## src/hw/rtl/att_pkg.sv

```systemverilog
// ----------------------------------------------------------------------------
// att_pkg: shared types and constants of the text terminal
// Grid geometry, control byte codes, channel payloads and the command
// format that passes from the byte parser to the grid engine.
// ----------------------------------------------------------------------------
package att_pkg;

    // grid geometry
    localparam int GRID_COLS     = 128;
    localparam int GRID_ROWS     = 32;
    localparam int PARAM_DEPTH   = 16;
    localparam int MAX_SGR_CODES = 16;

    localparam int COL_W     = $clog2(GRID_COLS);
    localparam int ROW_W     = $clog2(GRID_ROWS);
    localparam int ADDR_W    = COL_W + ROW_W;
    localparam int PCNT_W    = $clog2(PARAM_DEPTH + 1);
    localparam int SGR_CNT_W = $clog2(MAX_SGR_CODES + 1);
    localparam int NUM_W     = 16;

    // command queue
    localparam int QUEUE_DEPTH = 4;
    localparam int QPTR_W      = $clog2(QUEUE_DEPTH);
    localparam int QCNT_W      = $clog2(QUEUE_DEPTH + 1);

    // configuration port
    localparam int CFG_IDX_W  = 2;
    localparam int CFG_DATA_W = 8;
    localparam logic [CFG_IDX_W-1:0] REG_COLUMNS = 2'd0;
    localparam logic [CFG_IDX_W-1:0] REG_ROWS    = 2'd1;
    localparam logic [COL_W:0] COLS_RESET = 8'd80;
    localparam logic [ROW_W:0] ROWS_RESET = 6'd25;

    localparam logic [NUM_W-1:0] NUM_LIMIT    = 16'hFFFF;
    localparam logic [7:0]       PEN_FG_RESET = 8'd7;

    // byte codes
    localparam logic [7:0] CH_BEL    = 8'h07;
    localparam logic [7:0] CH_BS     = 8'h08;
    localparam logic [7:0] CH_TAB    = 8'h09;
    localparam logic [7:0] CH_LF     = 8'h0A;
    localparam logic [7:0] CH_CR     = 8'h0D;
    localparam logic [7:0] CH_ESC    = 8'h1B;
    localparam logic [7:0] CH_SPACE  = 8'h20;
    localparam logic [7:0] CH_ZERO   = 8'h30;
    localparam logic [7:0] CH_NINE   = 8'h39;
    localparam logic [7:0] CH_SEMI   = 8'h3B;
    localparam logic [7:0] CH_PMAX   = 8'h3F;
    localparam logic [7:0] CH_FMIN   = 8'h40;
    localparam logic [7:0] CH_UPPERH = 8'h48;
    localparam logic [7:0] CH_UPPERJ = 8'h4A;
    localparam logic [7:0] CH_LBRACK = 8'h5B;
    localparam logic [7:0] CH_RBRACK = 8'h5D;
    localparam logic [7:0] CH_LOWERF = 8'h66;
    localparam logic [7:0] CH_LOWERM = 8'h6D;
    localparam logic [7:0] CH_FMAX   = 8'h7E;
    localparam logic [7:0] CH_DEL    = 8'h7F;

    typedef enum logic [1:0] {
        OP_PUT   = 2'd0,
        OP_READ  = 2'd1,
        OP_CLEAR = 2'd2,
        OP_NONE  = 2'd3
    } op_t;

    typedef enum logic [3:0] {
        CMD_NOP,
        CMD_PRINT,
        CMD_LF,
        CMD_CR,
        CMD_BS,
        CMD_TAB,
        CMD_POS,
        CMD_ERASE,
        CMD_READ,
        CMD_CLEAR
    } cmd_kind_t;

    typedef enum logic [1:0] {
        ERASE_TO_END,
        ERASE_TO_CURSOR,
        ERASE_ALL
    } erase_mode_t;

    typedef struct packed {
        logic [1:0] operation;
        logic [7:0] data_byte;
        logic [7:0] read_col;
        logic [5:0] read_row;
    } item_t;

    typedef struct packed {
        logic [7:0] cell_char;
        logic [7:0] cell_fg;
        logic [7:0] cell_bg;
        logic [6:0] cursor_col;
        logic [4:0] cursor_row;
        logic [7:0] current_fg;
        logic [7:0] current_bg;
    } result_t;

    typedef struct packed {
        cmd_kind_t        kind;
        logic [7:0]       ch;
        logic [7:0]       pen_fg;
        logic [7:0]       pen_bg;
        logic [7:0]       read_col;
        logic [5:0]       read_row;
        logic [NUM_W-1:0] pos_row;
        logic [NUM_W-1:0] pos_col;
        erase_mode_t      erase_mode;
    } cmd_t;

    typedef struct packed {
        logic [COL_W:0] cols;
        logic [ROW_W:0] rows;
    } cfg_t;

endpackage

```

## src/hw/rtl/att_queue.sv

```systemverilog
// ----------------------------------------------------------------------------
// att_queue: command queue
// Short first-in first-out buffer between the byte parser and the grid
// engine so that each side stalls on its own.
// ----------------------------------------------------------------------------
module att_queue (
    input  logic           clk,
    input  logic           rst_n,
    input  logic           push,
    input  att_pkg::cmd_t  din,
    input  logic           pop,
    output att_pkg::cmd_t  dout,
    output logic           not_empty,
    output logic           full
);

    att_pkg::cmd_t                entry_reg [att_pkg::QUEUE_DEPTH];
    logic [att_pkg::QPTR_W-1:0]   wr_ptr_reg, wr_ptr_next;
    logic [att_pkg::QPTR_W-1:0]   rd_ptr_reg, rd_ptr_next;
    logic [att_pkg::QCNT_W-1:0]   count_reg, count_next;

    assign dout      = entry_reg[rd_ptr_reg];
    assign not_empty = (count_reg != '0);
    assign full      = (count_reg == att_pkg::QCNT_W'(att_pkg::QUEUE_DEPTH));

    // pointer update
    always_comb
    begin
        wr_ptr_next = wr_ptr_reg;
        rd_ptr_next = rd_ptr_reg;
        count_next  = count_reg;
        if (push)
            wr_ptr_next = wr_ptr_reg + 1'b1;
        if (pop)
            rd_ptr_next = rd_ptr_reg + 1'b1;
        if (push && !pop)
            count_next = count_reg + 1'b1;
        else if (pop && !push)
            count_next = count_reg - 1'b1;
    end

    always_ff @(posedge clk or negedge rst_n)
    begin
        if (!rst_n)
        begin
            wr_ptr_reg <= '0;
            rd_ptr_reg <= '0;
            count_reg  <= '0;
        end
        else
        begin
            wr_ptr_reg <= wr_ptr_next;
            rd_ptr_reg <= rd_ptr_next;
            count_reg  <= count_next;
        end
    end

    // storage
    always_ff @(posedge clk)
    begin
        if (push)
            entry_reg[wr_ptr_reg] <= din;
    end

endmodule

```

## config.mk

```make
export PLATFORM = sky130hd
export DESIGN_NAME = att_queue
export DESIGN_NICKNAME = d
export VERILOG_FILES = /design/src/hw/rtl/att_pkg.sv /design/src/hw/rtl/att_queue.sv
export SDC_FILE = /design/constraint.sdc
export NUM_CORES = 1
export LEC_CHECK = 0
export ABC_AREA = 0
export BUFFER_PORTS_ARGS = -buffer_cell sky130_fd_sc_hd__clkbuf_2
export CORE_ASPECT_RATIO = 1.25
export CORE_MARGIN = 3
export CORE_UTILIZATION = 45
export CTS_BUF_LIST = sky130_fd_sc_hd__clkbuf_8
export DETAILED_ROUTE_END_ITERATION = 10
export HOLD_SLACK_MARGIN = 0.15
export PLACE_DENSITY = 0.7
export SYNTH_ARGS = -nofsm -noshare
export SYNTH_HDL_FRONTEND = slang
export SYNTH_SLANG_ARGS = --single-unit
```

## constraint.sdc

```tcl
create_clock -name clk -period 3.6 [get_ports clk]
set_input_delay 0.72 -clock clk [delete_from_list [all_inputs] [get_ports clk]]
set_output_delay 0.72 -clock clk [all_outputs]
set_load 0.03 [all_outputs]
```

==> impl_metrics.py <==
metrics = {
    "floorplan": {
        "placement_rows": 64,
        "floorplan.initialDensity_pct": 46.1,
        "io-pin-count": 158,
        "die_height_um": 184,
        "die_x_um": 148,
        "core_sq_um": 24700,
        "fp.dieArea_sq_um": 27200,
    },
    "synthesis": {
        "synth_largest_type_area_fraction_pct": 80.3,
        "syn-instance-count": 432,
        "synth.net_count": 518,
        "netlist_top_cells_area": "edfxtp_1 80%, mux4_2 15%, dfrtp_1 1.5%, ha_1 0.55%, buf_12 0.35%",
        "ys_seq_elements": 311,
        "mappedNetlistArea_sq_um": 11400,
        "ys_seq_area_share_pct": 81.8,
        "syn_area_per_cell_sq_um": 26.3,
        "netlist_cell_types": 21,
        "synthDominantAreaCellType": "edfxtp_1",
        "yosys_warnings": 0,
    },
    "drt": {
        "postRouteWirelength_um": 20500,
        "drt-initial-drc-count": 260,
        "wire_length_on_met1_um": 7690,
        "routed_wire_length_per_instance_um": 20.8,
        "final_antenna_net_count": 0,
        "num_vias": 5152,
        "routed_via_density": 5.23,
        "wl_met3_um": 1280,
        "met2WireLength_um": 11100,
        "highest-signal-layer": "met5",
        "1st_pass_router_iterations": 4,
        "drcViolationCount": 0,
    },
    "clocking": {
        "clk-insertion-delay-late_ns": 0.54,
        "cts_tree": "done",
        "ctsRootBufferMaster": "clkbuf_8",
        "cts-root-to-sink-buffers": 3,
        "resize_count_post_cts": 0,
        "post_cts_setup_bufs": 0,
        "cts_max_level": 2,
        "cts-buffers-inserted": 46,
        "path_clk_slew_ns": 0.06,
        "clock_sink_count": 311,
    },
    "sta": {
        "setup_viol_count_final": 0,
        "slew_headroom_pct": 55.1,
        "slew_viol_final": 0,
        "final_count_of_hold_timing_violations": 0,
        "worst_slew_pin_slew_ns": 0.673,
        "final_period_minus_worst_setup_slack_ns": 3.05,
        "finalHoldWorstSlack_ns": 0.396,
        "clock-skew-final_ns": 0.00994,
        "fin_setup_tns_ns": 0,
        "grt_setup_unrepaired": "false",
        "max_clock_freq_ghz": 0.328,
        "layout_worst_path_cycle_share_pct": 84.7,
    },
    "worst_hold_path": {
        "timing.hold.worst_path_depth": 1,
        "hold_path.class": "input pin to register",
    },
    "setup_path": {
        "worst_setup_path_start_kind": "register",
        "critPathMaxFanout": 33,
        "worstRegToRegCells": 4,
        "worst-endpoint-arrival_ns": 2.33,
        "critical_path_required_ns": 2.88,
        "crit_path_end_kind": "primary output",
        "critical_path_class": "register to primary output",
    },
    "finish": {
        "antenna-diode-count": 0,
        "nFillCells": 1960,
        "regArea_sq_um": 9310,
        "multi_input_combinational_cell_area_sq_um": 1920,
        "post_route_cells_drive_above_1_share_pct": 46.2,
        "largest_register_ffs": 304,
        "nNetsFinal": 713,
        "flow.area_growth_from_synthesis_pct": 17.9,
    },
    "place": {
        "final_weighted_congestion_in_routability_driven_placement": 0.681,
        "io_buffers": 157,
        "dp_hpwl_um": 12200,
    },
    "power_and_ir_drop": {
        "cellLeakagePower_nw": 4.65,
        "ir_drop_uv": 470,
        "power_per_cell_area_nw_per_um2": 854,
    },
    "global_routing": {
        "antenna_found_initial": 1,
        "globalRoute.totalOverflow": 0,
        "grt_start_max_net_pins": 77,
        "grt_first_pass_wirelength_um": 32200,
        "first_global_vias": 5744,
        "groute.usage.overall_pct": 15.4,
    },
    "status": {
        "outcome": "complete, no violations",
    },
    "flow_run": {
        "max_cap_violations": 0,
    },
}
[where the power goes]
group          leakage [nW]  switching [mW]  internal (mW)  total [mW]
logic                  1.31            2.47           1.43        3.90
registers              2.87           0.252           4.74        5.00
clock network         0.460            1.22           1.35        2.57
total                  4.65            3.94           7.52        11.5
[layout by cell type (no fill, tap or decap), drive strengths merged]
master / instances
mux2: 1
edfxtp: 304
clkinvlp: 2
and2: 4
xnor2: 2
nor2: 1
nand2: 2
clkbuf: 204
buf: 7
or3: 1
dfrtp: 7
fa: 1
o21ai: 1
dlygate4sd3: 1
inv: 15
xor2: 4
clkinv: 15
mux4: 76
nor3b: 1
bufinv: 2
ha: 5
[cell type report]
cell class / count / share of cell area, %
flip-flops and latches: 311 / 69.4
multi-input cells: 99 / 14.3
repair buffers: 165 / 6.88
clock buffers: 47 / 4.82
well taps: 330 / 3.08
clock inverters: 30 / 1.33
inverters: 4 / 0.112
[routing by layer]
layer | up-vias | GRT usage, %
met5 | - | 0
met4 | 2 | 4.88
met3 | 43 | 3.90
met2 | 176 | 27.1
met1 | 2692 | 19.0
li1 | 2239 | -
[repair_timing]
action                                  in CTS  in global routing
endpoints found under the setup margin       0                  0
hold buffers                                 1                  0
endpoints found under the hold margin        7                  0
[final timing paths]
kind                                            from                    endpoint  slack [ns]
min reg2reg                 count_reg[2]$_DFFE_PN0P_    count_reg[2]$_DFFE_PN0P_        0.50
min                                          din[51]  entry_reg[1][51]$_DFFE_PP_        0.40
max reg2reg                wr_ptr_reg[0]$_DFFE_PN0P_   entry_reg[2][7]$_DFFE_PP_        1.76
max                        rd_ptr_reg[0]$_DFFE_PN0P_                    dout[44]        0.55
min in group asynchronous                      rst_n   wr_ptr_reg[0]$_DFFE_PN0P_        0.56
max in group asynchronous                      rst_n   rd_ptr_reg[1]$_DFFE_PN0P_        2.85
[worst max-delay path, stage by stage, from the launching register on]
cell	delay, ns
dfrtp_4	0.42
buf_4	0.52
mux4_2	0.60
clkbuf_2	0.20
[cell usage after synthesis]
library cell  number
xnor2_1            2
inv_1              4
buf_12             2
o21ai_0            1
buf_4              3
edfxtp_1         304
dfrtp_1            7
xor2_1             4
buf_6              1
nor3b_1            1
buf_8              1
buf_2              8
nor2_1             1
clkbuf_1           3
nand2_1            2
mux2_2             1
and2_1             4
fa_1               1
or3_1              1
ha_1               5
mux4_2            76
[cell families (layout without fill, tap and decap cells)]
group	after synthesis	count (layout)	share of synthesized area, %
muxes	77	77	15.2
buffers and inverters	22	246	1.36
and+or+nand+nor	9	9	0.440
adders and majority gates	6	6	0.726
AOI/OAI and AO/OA	1	1	0.0440
DFF	311	311	81.8
xor gates and xnor gates	6	6	0.462
[stage by stage]
stage	power (mW)	util (%)	cell area [sq um]	instances	setup WS, ns
6_report	11.5	54.4	13400	986	0.550
5_1_grt	12.0	54.4	13400	986	0.377
4_1_cts	11.7	54.4	13400	986	0.456
3_5_place_dp	9.07	51.0	12600	908	1.05
3_3_place_gp	8.98	51.0	12600	908	1.08
2_1_floorplan	7.99	-	11400	432	0.664
No activity file was read; power rests on OpenSTA's default activity.
