**src/hw/rtl/att_pkg.sv**
```systemverilog
// ----------------------------------------------------------------------------
// att_pkg: shared types and constants of the text terminal
// Grid geometry, control byte codes, channel payloads and the command
// format that passes from the byte parser to the grid engine.
// ----------------------------------------------------------------------------
package att_pkg;

    // grid geometry
    localparam int GRID_COLS     = 128;
    localparam int GRID_ROWS     = 32;
    localparam int PARAM_DEPTH   = 16;
    localparam int MAX_SGR_CODES = 16;

    localparam int COL_W     = $clog2(GRID_COLS);
    localparam int ROW_W     = $clog2(GRID_ROWS);
    localparam int ADDR_W    = COL_W + ROW_W;
    localparam int PCNT_W    = $clog2(PARAM_DEPTH + 1);
    localparam int SGR_CNT_W = $clog2(MAX_SGR_CODES + 1);
    localparam int NUM_W     = 16;

    // command queue
    localparam int QUEUE_DEPTH = 4;
    localparam int QPTR_W      = $clog2(QUEUE_DEPTH);
    localparam int QCNT_W      = $clog2(QUEUE_DEPTH + 1);

    // configuration port
    localparam int CFG_IDX_W  = 2;
    localparam int CFG_DATA_W = 8;
    localparam logic [CFG_IDX_W-1:0] REG_COLUMNS = 2'd0;
    localparam logic [CFG_IDX_W-1:0] REG_ROWS    = 2'd1;
    localparam logic [COL_W:0] COLS_RESET = 8'd80;
    localparam logic [ROW_W:0] ROWS_RESET = 6'd25;

    localparam logic [NUM_W-1:0] NUM_LIMIT    = 16'hFFFF;
    localparam logic [7:0]       PEN_FG_RESET = 8'd7;

    // byte codes
    localparam logic [7:0] CH_BEL    = 8'h07;
    localparam logic [7:0] CH_BS     = 8'h08;
    localparam logic [7:0] CH_TAB    = 8'h09;
    localparam logic [7:0] CH_LF     = 8'h0A;
    localparam logic [7:0] CH_CR     = 8'h0D;
    localparam logic [7:0] CH_ESC    = 8'h1B;
    localparam logic [7:0] CH_SPACE  = 8'h20;
    localparam logic [7:0] CH_ZERO   = 8'h30;
    localparam logic [7:0] CH_NINE   = 8'h39;
    localparam logic [7:0] CH_SEMI   = 8'h3B;
    localparam logic [7:0] CH_PMAX   = 8'h3F;
    localparam logic [7:0] CH_FMIN   = 8'h40;
    localparam logic [7:0] CH_UPPERH = 8'h48;
    localparam logic [7:0] CH_UPPERJ = 8'h4A;
    localparam logic [7:0] CH_LBRACK = 8'h5B;
    localparam logic [7:0] CH_RBRACK = 8'h5D;
    localparam logic [7:0] CH_LOWERF = 8'h66;
    localparam logic [7:0] CH_LOWERM = 8'h6D;
    localparam logic [7:0] CH_FMAX   = 8'h7E;
    localparam logic [7:0] CH_DEL    = 8'h7F;

    typedef enum logic [1:0] {
        OP_PUT   = 2'd0,
        OP_READ  = 2'd1,
        OP_CLEAR = 2'd2,
        OP_NONE  = 2'd3
    } op_t;

    typedef enum logic [3:0] {
        CMD_NOP,
        CMD_PRINT,
        CMD_LF,
        CMD_CR,
        CMD_BS,
        CMD_TAB,
        CMD_POS,
        CMD_ERASE,
        CMD_READ,
        CMD_CLEAR
    } cmd_kind_t;

    typedef enum logic [1:0] {
        ERASE_TO_END,
        ERASE_TO_CURSOR,
        ERASE_ALL
    } erase_mode_t;

    typedef struct packed {
        logic [1:0] operation;
        logic [7:0] data_byte;
        logic [7:0] read_col;
        logic [5:0] read_row;
    } item_t;

    typedef struct packed {
        logic [7:0] cell_char;
        logic [7:0] cell_fg;
        logic [7:0] cell_bg;
        logic [6:0] cursor_col;
        logic [4:0] cursor_row;
        logic [7:0] current_fg;
        logic [7:0] current_bg;
    } result_t;

    typedef struct packed {
        cmd_kind_t        kind;
        logic [7:0]       ch;
        logic [7:0]       pen_fg;
        logic [7:0]       pen_bg;
        logic [7:0]       read_col;
        logic [5:0]       read_row;
        logic [NUM_W-1:0] pos_row;
        logic [NUM_W-1:0] pos_col;
        erase_mode_t      erase_mode;
    } cmd_t;

    typedef struct packed {
        logic [COL_W:0] cols;
        logic [ROW_W:0] rows;
    } cfg_t;

endpackage

```
**src/hw/rtl/att_front.sv**
```systemverilog
// ----------------------------------------------------------------------------
// att_front: byte parser
// Accepts transactions, runs the escape parser and the SGR pen, folds CSI
// parameters as they arrive and pushes one command per transaction.
// ----------------------------------------------------------------------------
module att_front (
    input  logic             clk,
    input  logic             rst_n,
    input  logic             item_valid,
    output logic             item_ready,
    input  att_pkg::item_t   item,
    input  logic             wipe,
    input  logic             init_done,
    input  logic             q_full,
    output logic             push,
    output att_pkg::cmd_t    cmd
);

    typedef enum logic [1:0] {
        MODE_NORMAL,
        MODE_ESC,
        MODE_CSI,
        MODE_OSC
    } mode_t;

    typedef enum logic [1:0] {
        SGR_PLAIN,
        SGR_EXT,
        SGR_IDX
    } sgr_st_t;

    typedef struct packed {
        sgr_st_t    st;
        logic       bg_sel;
        logic [7:0] fg;
        logic [7:0] bg;
    } sgr_t;

    mode_t                           mode_reg, mode_next;
    logic [att_pkg::PCNT_W-1:0]      pcount_reg, pcount_next;
    logic [7:0]                      pen_fg_reg, pen_fg_next;
    logic [7:0]                      pen_bg_reg, pen_bg_next;
    logic [att_pkg::NUM_W-1:0]       num_reg, num_next;
    logic                            has_reg, has_next;
    logic [att_pkg::NUM_W-1:0]       erase_reg, erase_next;
    logic [1:0]                      slot_reg, slot_next;
    logic [att_pkg::NUM_W-1:0]       prow_reg, prow_next;
    logic [att_pkg::NUM_W-1:0]       pcol_reg, pcol_next;
    logic [att_pkg::SGR_CNT_W-1:0]   sgr_cnt_reg, sgr_cnt_next;
    sgr_t                            sgr_reg, sgr_next;

    // saturating decimal accumulate
    function automatic logic [att_pkg::NUM_W-1:0] acc_digit(
        input logic [att_pkg::NUM_W-1:0] acc,
        input logic [7:0]                b
    );
        logic [att_pkg::NUM_W+3:0] v;
        v = ({4'b0, acc} << 3) + ({4'b0, acc} << 1) + {{att_pkg::NUM_W{1'b0}}, b[3:0]};
        return (v > {4'b0, att_pkg::NUM_LIMIT}) ? att_pkg::NUM_LIMIT
                                                : v[att_pkg::NUM_W-1:0];
    endfunction

    // one SGR code with no pending extended colour
    function automatic sgr_t sgr_plain(input sgr_t s, input logic [att_pkg::NUM_W-1:0] c);
        sgr_t r;
        r    = s;
        r.st = SGR_PLAIN;
        if (c == 16'd0 || c == 16'd39)
        begin
            r.fg = att_pkg::PEN_FG_RESET;
            r.bg = 8'd0;
        end
        else if (c == 16'd49)
            r.bg = 8'd0;
        else if (c >= 16'd30 && c <= 16'd37)
            r.fg = c[7:0] - 8'd30;
        else if (c >= 16'd90 && c <= 16'd97)
            r.fg = c[7:0] - 8'd82;
        else if (c >= 16'd40 && c <= 16'd47)
            r.bg = c[7:0] - 8'd40;
        else if (c >= 16'd100 && c <= 16'd107)
            r.bg = c[7:0] - 8'd92;
        else if (c == 16'd38)
        begin
            r.st     = SGR_EXT;
            r.bg_sel = 1'b0;
        end
        else if (c == 16'd48)
        begin
            r.st     = SGR_EXT;
            r.bg_sel = 1'b1;
        end
        return r;
    endfunction

    // SGR code with 38;5;n / 48;5;n tracking
    function automatic sgr_t sgr_apply(input sgr_t s, input logic [att_pkg::NUM_W-1:0] c);
        sgr_t r;
        r = s;
        case (s.st)
            SGR_EXT:
            begin
                if (c == 16'd5)
                    r.st = SGR_IDX;
                else
                    r = sgr_plain(s, c);
            end
            SGR_IDX:
            begin
                if (s.bg_sel)
                    r.bg = c[7:0];
                else
                    r.fg = c[7:0];
                r.st = SGR_PLAIN;
            end
            default:
                r = sgr_plain(s, c);
        endcase
        return r;
    endfunction

    // handshake
    assign item_ready = init_done && !q_full;
    assign push       = item_valid && item_ready;

    // parser next state
    always_comb
    begin
        logic [7:0]                b;
        logic [att_pkg::NUM_W-1:0] val;
        logic [att_pkg::NUM_W-1:0] r_fin;
        logic [att_pkg::NUM_W-1:0] c_fin;
        sgr_t                      s_new;

        b            = item.data_byte;
        mode_next    = mode_reg;
        pcount_next  = pcount_reg;
        pen_fg_next  = pen_fg_reg;
        pen_bg_next  = pen_bg_reg;
        num_next     = num_reg;
        has_next     = has_reg;
        erase_next   = erase_reg;
        slot_next    = slot_reg;
        prow_next    = prow_reg;
        pcol_next    = pcol_reg;
        sgr_cnt_next = sgr_cnt_reg;
        sgr_next     = sgr_reg;
        val          = has_reg ? num_reg : 16'd1;
        r_fin        = prow_reg;
        c_fin        = pcol_reg;
        s_new        = sgr_reg;

        cmd            = '0;
        cmd.kind       = att_pkg::CMD_NOP;
        cmd.ch         = b;
        cmd.read_col   = item.read_col;
        cmd.read_row   = item.read_row;
        cmd.erase_mode = att_pkg::ERASE_ALL;

        if (wipe)
        begin
            mode_next   = MODE_NORMAL;
            pcount_next = '0;
            pen_fg_next = att_pkg::PEN_FG_RESET;
        end
        else if (push)
        begin
            case (item.operation)
                att_pkg::OP_PUT:
                begin
                    case (mode_reg)
                        MODE_ESC:
                        begin
                            if (b == att_pkg::CH_LBRACK)
                            begin
                                mode_next    = MODE_CSI;
                                pcount_next  = '0;
                                num_next     = '0;
                                has_next     = 1'b0;
                                erase_next   = '0;
                                slot_next    = 2'd0;
                                prow_next    = 16'd1;
                                pcol_next    = 16'd1;
                                sgr_cnt_next = '0;
                                sgr_next     = '{SGR_PLAIN, 1'b0, pen_fg_reg, pen_bg_reg};
                            end
                            else if (b == att_pkg::CH_RBRACK)
                                mode_next = MODE_OSC;
                            else
                                mode_next = MODE_NORMAL;
                        end
                        MODE_CSI:
                        begin
                            if (b >= att_pkg::CH_FMIN && b <= att_pkg::CH_FMAX)
                            begin
                                mode_next   = MODE_NORMAL;
                                pcount_next = '0;
                                if (b == att_pkg::CH_LOWERM)
                                begin
                                    if (sgr_cnt_reg < att_pkg::SGR_CNT_W'(att_pkg::MAX_SGR_CODES))
                                        s_new = sgr_apply(sgr_reg, has_reg ? num_reg : 16'd0);
                                    pen_fg_next = s_new.fg;
                                    pen_bg_next = s_new.bg;
                                end
                                else if (b == att_pkg::CH_UPPERH || b == att_pkg::CH_LOWERF)
                                begin
                                    if (slot_reg == 2'd0)
                                        r_fin = val;
                                    else if (slot_reg == 2'd1)
                                        c_fin = val;
                                    cmd.kind    = att_pkg::CMD_POS;
                                    cmd.pos_row = (r_fin == 16'd0) ? 16'd1 : r_fin;
                                    cmd.pos_col = (c_fin == 16'd0) ? 16'd1 : c_fin;
                                end
                                else if (b == att_pkg::CH_UPPERJ)
                                begin
                                    cmd.kind = att_pkg::CMD_ERASE;
                                    if (erase_reg == 16'd0)
                                        cmd.erase_mode = att_pkg::ERASE_TO_END;
                                    else if (erase_reg == 16'd1)
                                        cmd.erase_mode = att_pkg::ERASE_TO_CURSOR;
                                    else
                                        cmd.erase_mode = att_pkg::ERASE_ALL;
                                end
                            end
                            else if (b >= att_pkg::CH_SPACE && b <= att_pkg::CH_PMAX &&
                                     pcount_reg < att_pkg::PCNT_W'(att_pkg::PARAM_DEPTH))
                            begin
                                pcount_next = pcount_reg + 1'b1;
                                if (b >= att_pkg::CH_ZERO && b <= att_pkg::CH_NINE)
                                begin
                                    num_next   = acc_digit(num_reg, b);
                                    has_next   = 1'b1;
                                    erase_next = acc_digit(erase_reg, b);
                                end
                                else if (b == att_pkg::CH_SEMI)
                                begin
                                    if (slot_reg == 2'd0)
                                        prow_next = val;
                                    else if (slot_reg == 2'd1)
                                        pcol_next = val;
                                    if (slot_reg != 2'd2)
                                        slot_next = slot_reg + 1'b1;
                                    if (sgr_cnt_reg < att_pkg::SGR_CNT_W'(att_pkg::MAX_SGR_CODES))
                                    begin
                                        sgr_next     = sgr_apply(sgr_reg,
                                                                 has_reg ? num_reg : 16'd0);
                                        sgr_cnt_next = sgr_cnt_reg + 1'b1;
                                    end
                                    num_next = '0;
                                    has_next = 1'b0;
                                end
                            end
                        end
                        MODE_OSC:
                        begin
                            if (b == att_pkg::CH_BEL)
                                mode_next = MODE_NORMAL;
                        end
                        default:
                        begin
                            if (b == att_pkg::CH_ESC)
                                mode_next = MODE_ESC;
                            else if (b == att_pkg::CH_LF)
                                cmd.kind = att_pkg::CMD_LF;
                            else if (b == att_pkg::CH_CR)
                                cmd.kind = att_pkg::CMD_CR;
                            else if (b == att_pkg::CH_BS || b == att_pkg::CH_DEL)
                                cmd.kind = att_pkg::CMD_BS;
                            else if (b == att_pkg::CH_TAB)
                                cmd.kind = att_pkg::CMD_TAB;
                            else if (b >= att_pkg::CH_SPACE)
                                cmd.kind = att_pkg::CMD_PRINT;
                        end
                    endcase
                end
                att_pkg::OP_READ:
                    cmd.kind = att_pkg::CMD_READ;
                att_pkg::OP_CLEAR:
                begin
                    cmd.kind    = att_pkg::CMD_CLEAR;
                    mode_next   = MODE_NORMAL;
                    pcount_next = '0;
                    pen_fg_next = att_pkg::PEN_FG_RESET;
                end
                default:
                    cmd.kind = att_pkg::CMD_NOP;
            endcase
        end

        cmd.pen_fg = pen_fg_next;
        cmd.pen_bg = pen_bg_next;
    end

    // parser state
    always_ff @(posedge clk or negedge rst_n)
    begin
        if (!rst_n)
        begin
            mode_reg    <= MODE_NORMAL;
            pcount_reg  <= '0;
            pen_fg_reg  <= att_pkg::PEN_FG_RESET;
            pen_bg_reg  <= 8'd0;
            num_reg     <= '0;
            has_reg     <= 1'b0;
            erase_reg   <= '0;
            slot_reg    <= 2'd0;
            prow_reg    <= 16'd1;
            pcol_reg    <= 16'd1;
            sgr_cnt_reg <= '0;
            sgr_reg     <= '{SGR_PLAIN, 1'b0, att_pkg::PEN_FG_RESET, 8'd0};
        end
        else
        begin
            mode_reg    <= mode_next;
            pcount_reg  <= pcount_next;
            pen_fg_reg  <= pen_fg_next;
            pen_bg_reg  <= pen_bg_next;
            num_reg     <= num_next;
            has_reg     <= has_next;
            erase_reg   <= erase_next;
            slot_reg    <= slot_next;
            prow_reg    <= prow_next;
            pcol_reg    <= pcol_next;
            sgr_cnt_reg <= sgr_cnt_next;
            sgr_reg     <= sgr_next;
        end
    end

endmodule

```
**config.mk**
```make
export PLATFORM = sky130hd
export DESIGN_NAME = att_front
export DESIGN_NICKNAME = d
export VERILOG_FILES = /design/src/hw/rtl/att_pkg.sv /design/src/hw/rtl/att_front.sv
export SDC_FILE = /design/constraint.sdc
export NUM_CORES = 1
export LEC_CHECK = 0
export ABC_CLOCK_PERIOD_IN_PS = 3800
export BUFFER_PORTS_ARGS = -buffer_cell sky130_fd_sc_hd__buf_4
export CORE_UTILIZATION = 36
export DETAILED_ROUTE_END_ITERATION = 8
export GPL_TIMING_DRIVEN = 0
export MAX_ROUTING_LAYER = met4
export PLACE_DENSITY = 0.5
export SYNTH_ARGS = -nofsm -noshare
export SYNTH_HDL_FRONTEND = slang
export SYNTH_SLANG_ARGS = --single-unit
```
**constraint.sdc**
```tcl
create_clock -name clk -period 3.8 [get_ports clk]
set_input_delay 0.19 -clock clk [delete_from_list [all_inputs] [get_ports clk]]
set_output_delay 0.19 -clock clk [all_outputs]
set_load 0.05 [all_outputs]
```
==> impl_metrics.ini <==
[timing]
fmax_ghz = 0.276
setup_tns_ns = 0
fin_crit_sh_pct = 95.4
fin_worst_skew_ns = 0.0121
finalHoldViolations = 0
drv_slew = 0
max_slew_margin_pct = 32.1
period_minus_slack_ns = 3.62
rsz0062_at_grt = true
tightest_slew_ns = 1.01
setup_viol = 0

[routing]
vias_per_cell = 5.90
antenna_left = 0
post_drt_wl_per_cell_microns = 20.5
drc_errors = 0
wl_mm = 33.5
via_count = 9651
drt_iter0_markers = 891
drt-pass1-iter-count = 8

[worst_setup_path]
start_kind = flop
end_kind = primary output
worstSetupPathType = flop to primary output
worstReg2RegStart = num_reg[2]
cp.required_ns = 3.61
crit_chain = nor4_4 -> nand2_1 -> clkbuf_2 -> o311a_1 -> and3_1 -> a311oi_1 -> nor2_1 -> a21o_1 -> buf_4
crit_fanout = 10
slowest_delay_ns = 0.51
reg2regPathDepth = 11
cp.arrival_ns = 3.43
cpMaxStageDelayCell = dfrtp_1
r2r_setup_slack_ns = 0.20
reg2reg_to = num_reg[14]

[placement]
placed_cells = 1599
dp_hpwl_mm = 25.0
place_congestion = 0.907
io_buffers = 91

[clock_network]
htreeDepth = 4
cts_buffer_depth = 2
numCtsBuffers = 17
cts_sinks = 114
cts_tree = built
clk_pin_slew_worst_paths_ns = 0.06
clock_latency_ns = 0.43
cts_root_buffer = clkbuf_16

[synth]
synth.most_common_cell = nand2_1
async_reset_ff_share_pct = 100
yosysUniqueCellTypes = 74
yosys_warnings = 0
synth_top_area_share_pct = 27.7
synth_edf_count = 0
synth_top_area_cell = dfrtp_1
syn_nets = 1283
syn_avg_cell_area_sq_um = 8.17
synth-seq-cells = 114
synth_commonest_cells = nand2_1 (131), dfrtp_1 (106), o21ai_0 (100), a21oi_1 (99), nor2_1 (79)
synth_ff_type = dfrtp_1
yosysSeqAreaShare_pct = 29.9
synthCells = 1172
syn_area_sq_mm = 0.00958
synth.area.top_cells = dfrtp_1 (28%), ha_1 (10%), o21ai_0 (5.2%)

[global_routing]
grt_max_degree = 68
overflow = 0
grt_pass1_vias = 9281
track_usage_pct = 25.9
antenna_found_initial = 0
grt_first_pass_wirelength_mm = 52.5

[final_layout]
stdcell_count = 1635
final-seq-area_sq_mm = 0.00286
fillers = 2641
drive_gt1_share_pct = 15.5
num_antenna_cells = 0
syn2layout_area_growth_pct = 20.4
multi_input_area_sq_mm = 0.00622
finalNetCount = 1398
largest_register_ffs = 19

[min_path]
min_path_type = input pin to flop
min_to = num_reg[1]
hold_depth = 3
hp-start = item[15]

[die]
rows = 59
initial_core_util_pct = 36.7
core_sq_mm = 0.0261
die_h_microns = 165
ios = 108
die_area_sq_mm = 0.0273
die_x_microns = 165

[job]
cap_violations = 0

[power]
design_power_total_mw = 3.59
vdd_drop_max_uv = 314
p_leak_nw = 5.10
p_per_area_mw_per_mm2 = 312

[outcome]
outcome = complete, no violations
## cell families after synthesis
family          synth area share [%]
compound gates                  27.1
flops                           29.9
buf+inv                         6.18
xor+xnor                        1.92
mux                             1.65
simple gates                    22.3
fa+ha+maj                       11.0
## metrics by stage
step	utilization, %	worst slack, ns	instance area (sq um)	hold WS, ns
after floorplan	-	0.260	9580	-0.106
after global placement	41.0	-0.153	10700	0.481
after detailed placement	41.1	-0.187	10700	0.178
after CTS	44.0	-0.0217	11500	0.229
after global routing	44.3	-0.00261	11500	0.273
final	44.3	0.176	11500	0.238
## layer usage
metal	track usage (%)	vias to the layer above	routed length, microns
met5	-	-	0
met4	8.97	0	933
met3	3.67	59	1730
met2	41.0	328	15800
met1	33.7	4657	15000
li1	-	4607	-
## area by class of cell
class	count	area share (%)
Sequential cell	114	24.8
Buffer	96	4.17
Inverter	30	1.01
Timing Repair Buffer	97	6.54
Multi-Input combinational cell	931	53.9
Tap cell	335	3.63
Clock inverter	13	2.00
Clock buffer	19	3.93
## layout by cell type, fill, tap and decap left out, types with 14 or more instances in the layout
master / n
nand3_1: 46
nand4_1: 16
nor3_1: 21
o21ai_0: 99
o211ai_1: 18
clkbuf_16: 17
nand2b_1: 32
nor4_1: 20
a221o_1: 18
inv_1: 29
nand2_1: 131
clkbuf_1: 58
dfrtp_1: 106
xnor2_1: 14
buf_4: 116
nor2_1: 78
ha_1: 77
a21o_1: 14
a22o_1: 37
a21oi_1: 98
## power breakdown
group | internal (mW) | leakage (nW) | switching (mW)
Sequential | 1.25 | 1.54 | 0.0267
Clock | 1.26 | 0.326 | 0.626
Combinational | 0.136 | 3.23 | 0.293
## worst max path at each step
stage	from	end	slack, ns
3_5_place_dp	mode_reg[0]	cmd[59]	-0.19
6_report	num_reg[14]	cmd[63]	0.18
5_1_grt	mode_reg[0]	cmd[59]	-0.003
3_3_place_gp	mode_reg[0]	cmd[59]	-0.15
2_1_floorplan	mode_reg[0]	pen_fg_reg[3]	0.26
4_1_cts	mode_reg[0]	cmd[59]	-0.02
## worst max-delay path, delay by kind of cell, from the launching register on
family,cells,cell delay [ns]
AO/OA/AOI/OAI,3,1.02
flip-flops,1,0.51
buffers and inverters,2,0.44
AND/OR/NAND/NOR,4,1.03
## repair_timing
action,4_1_cts,5_1_grt
hold endpoints to repair,41,0
setup endpoints to repair,55,53
setup buffers,2,2
hold buffers,1,0
pin swaps,1,1
resized for setup,10,15
Note: power is estimated with default switching activity, not from simulation.
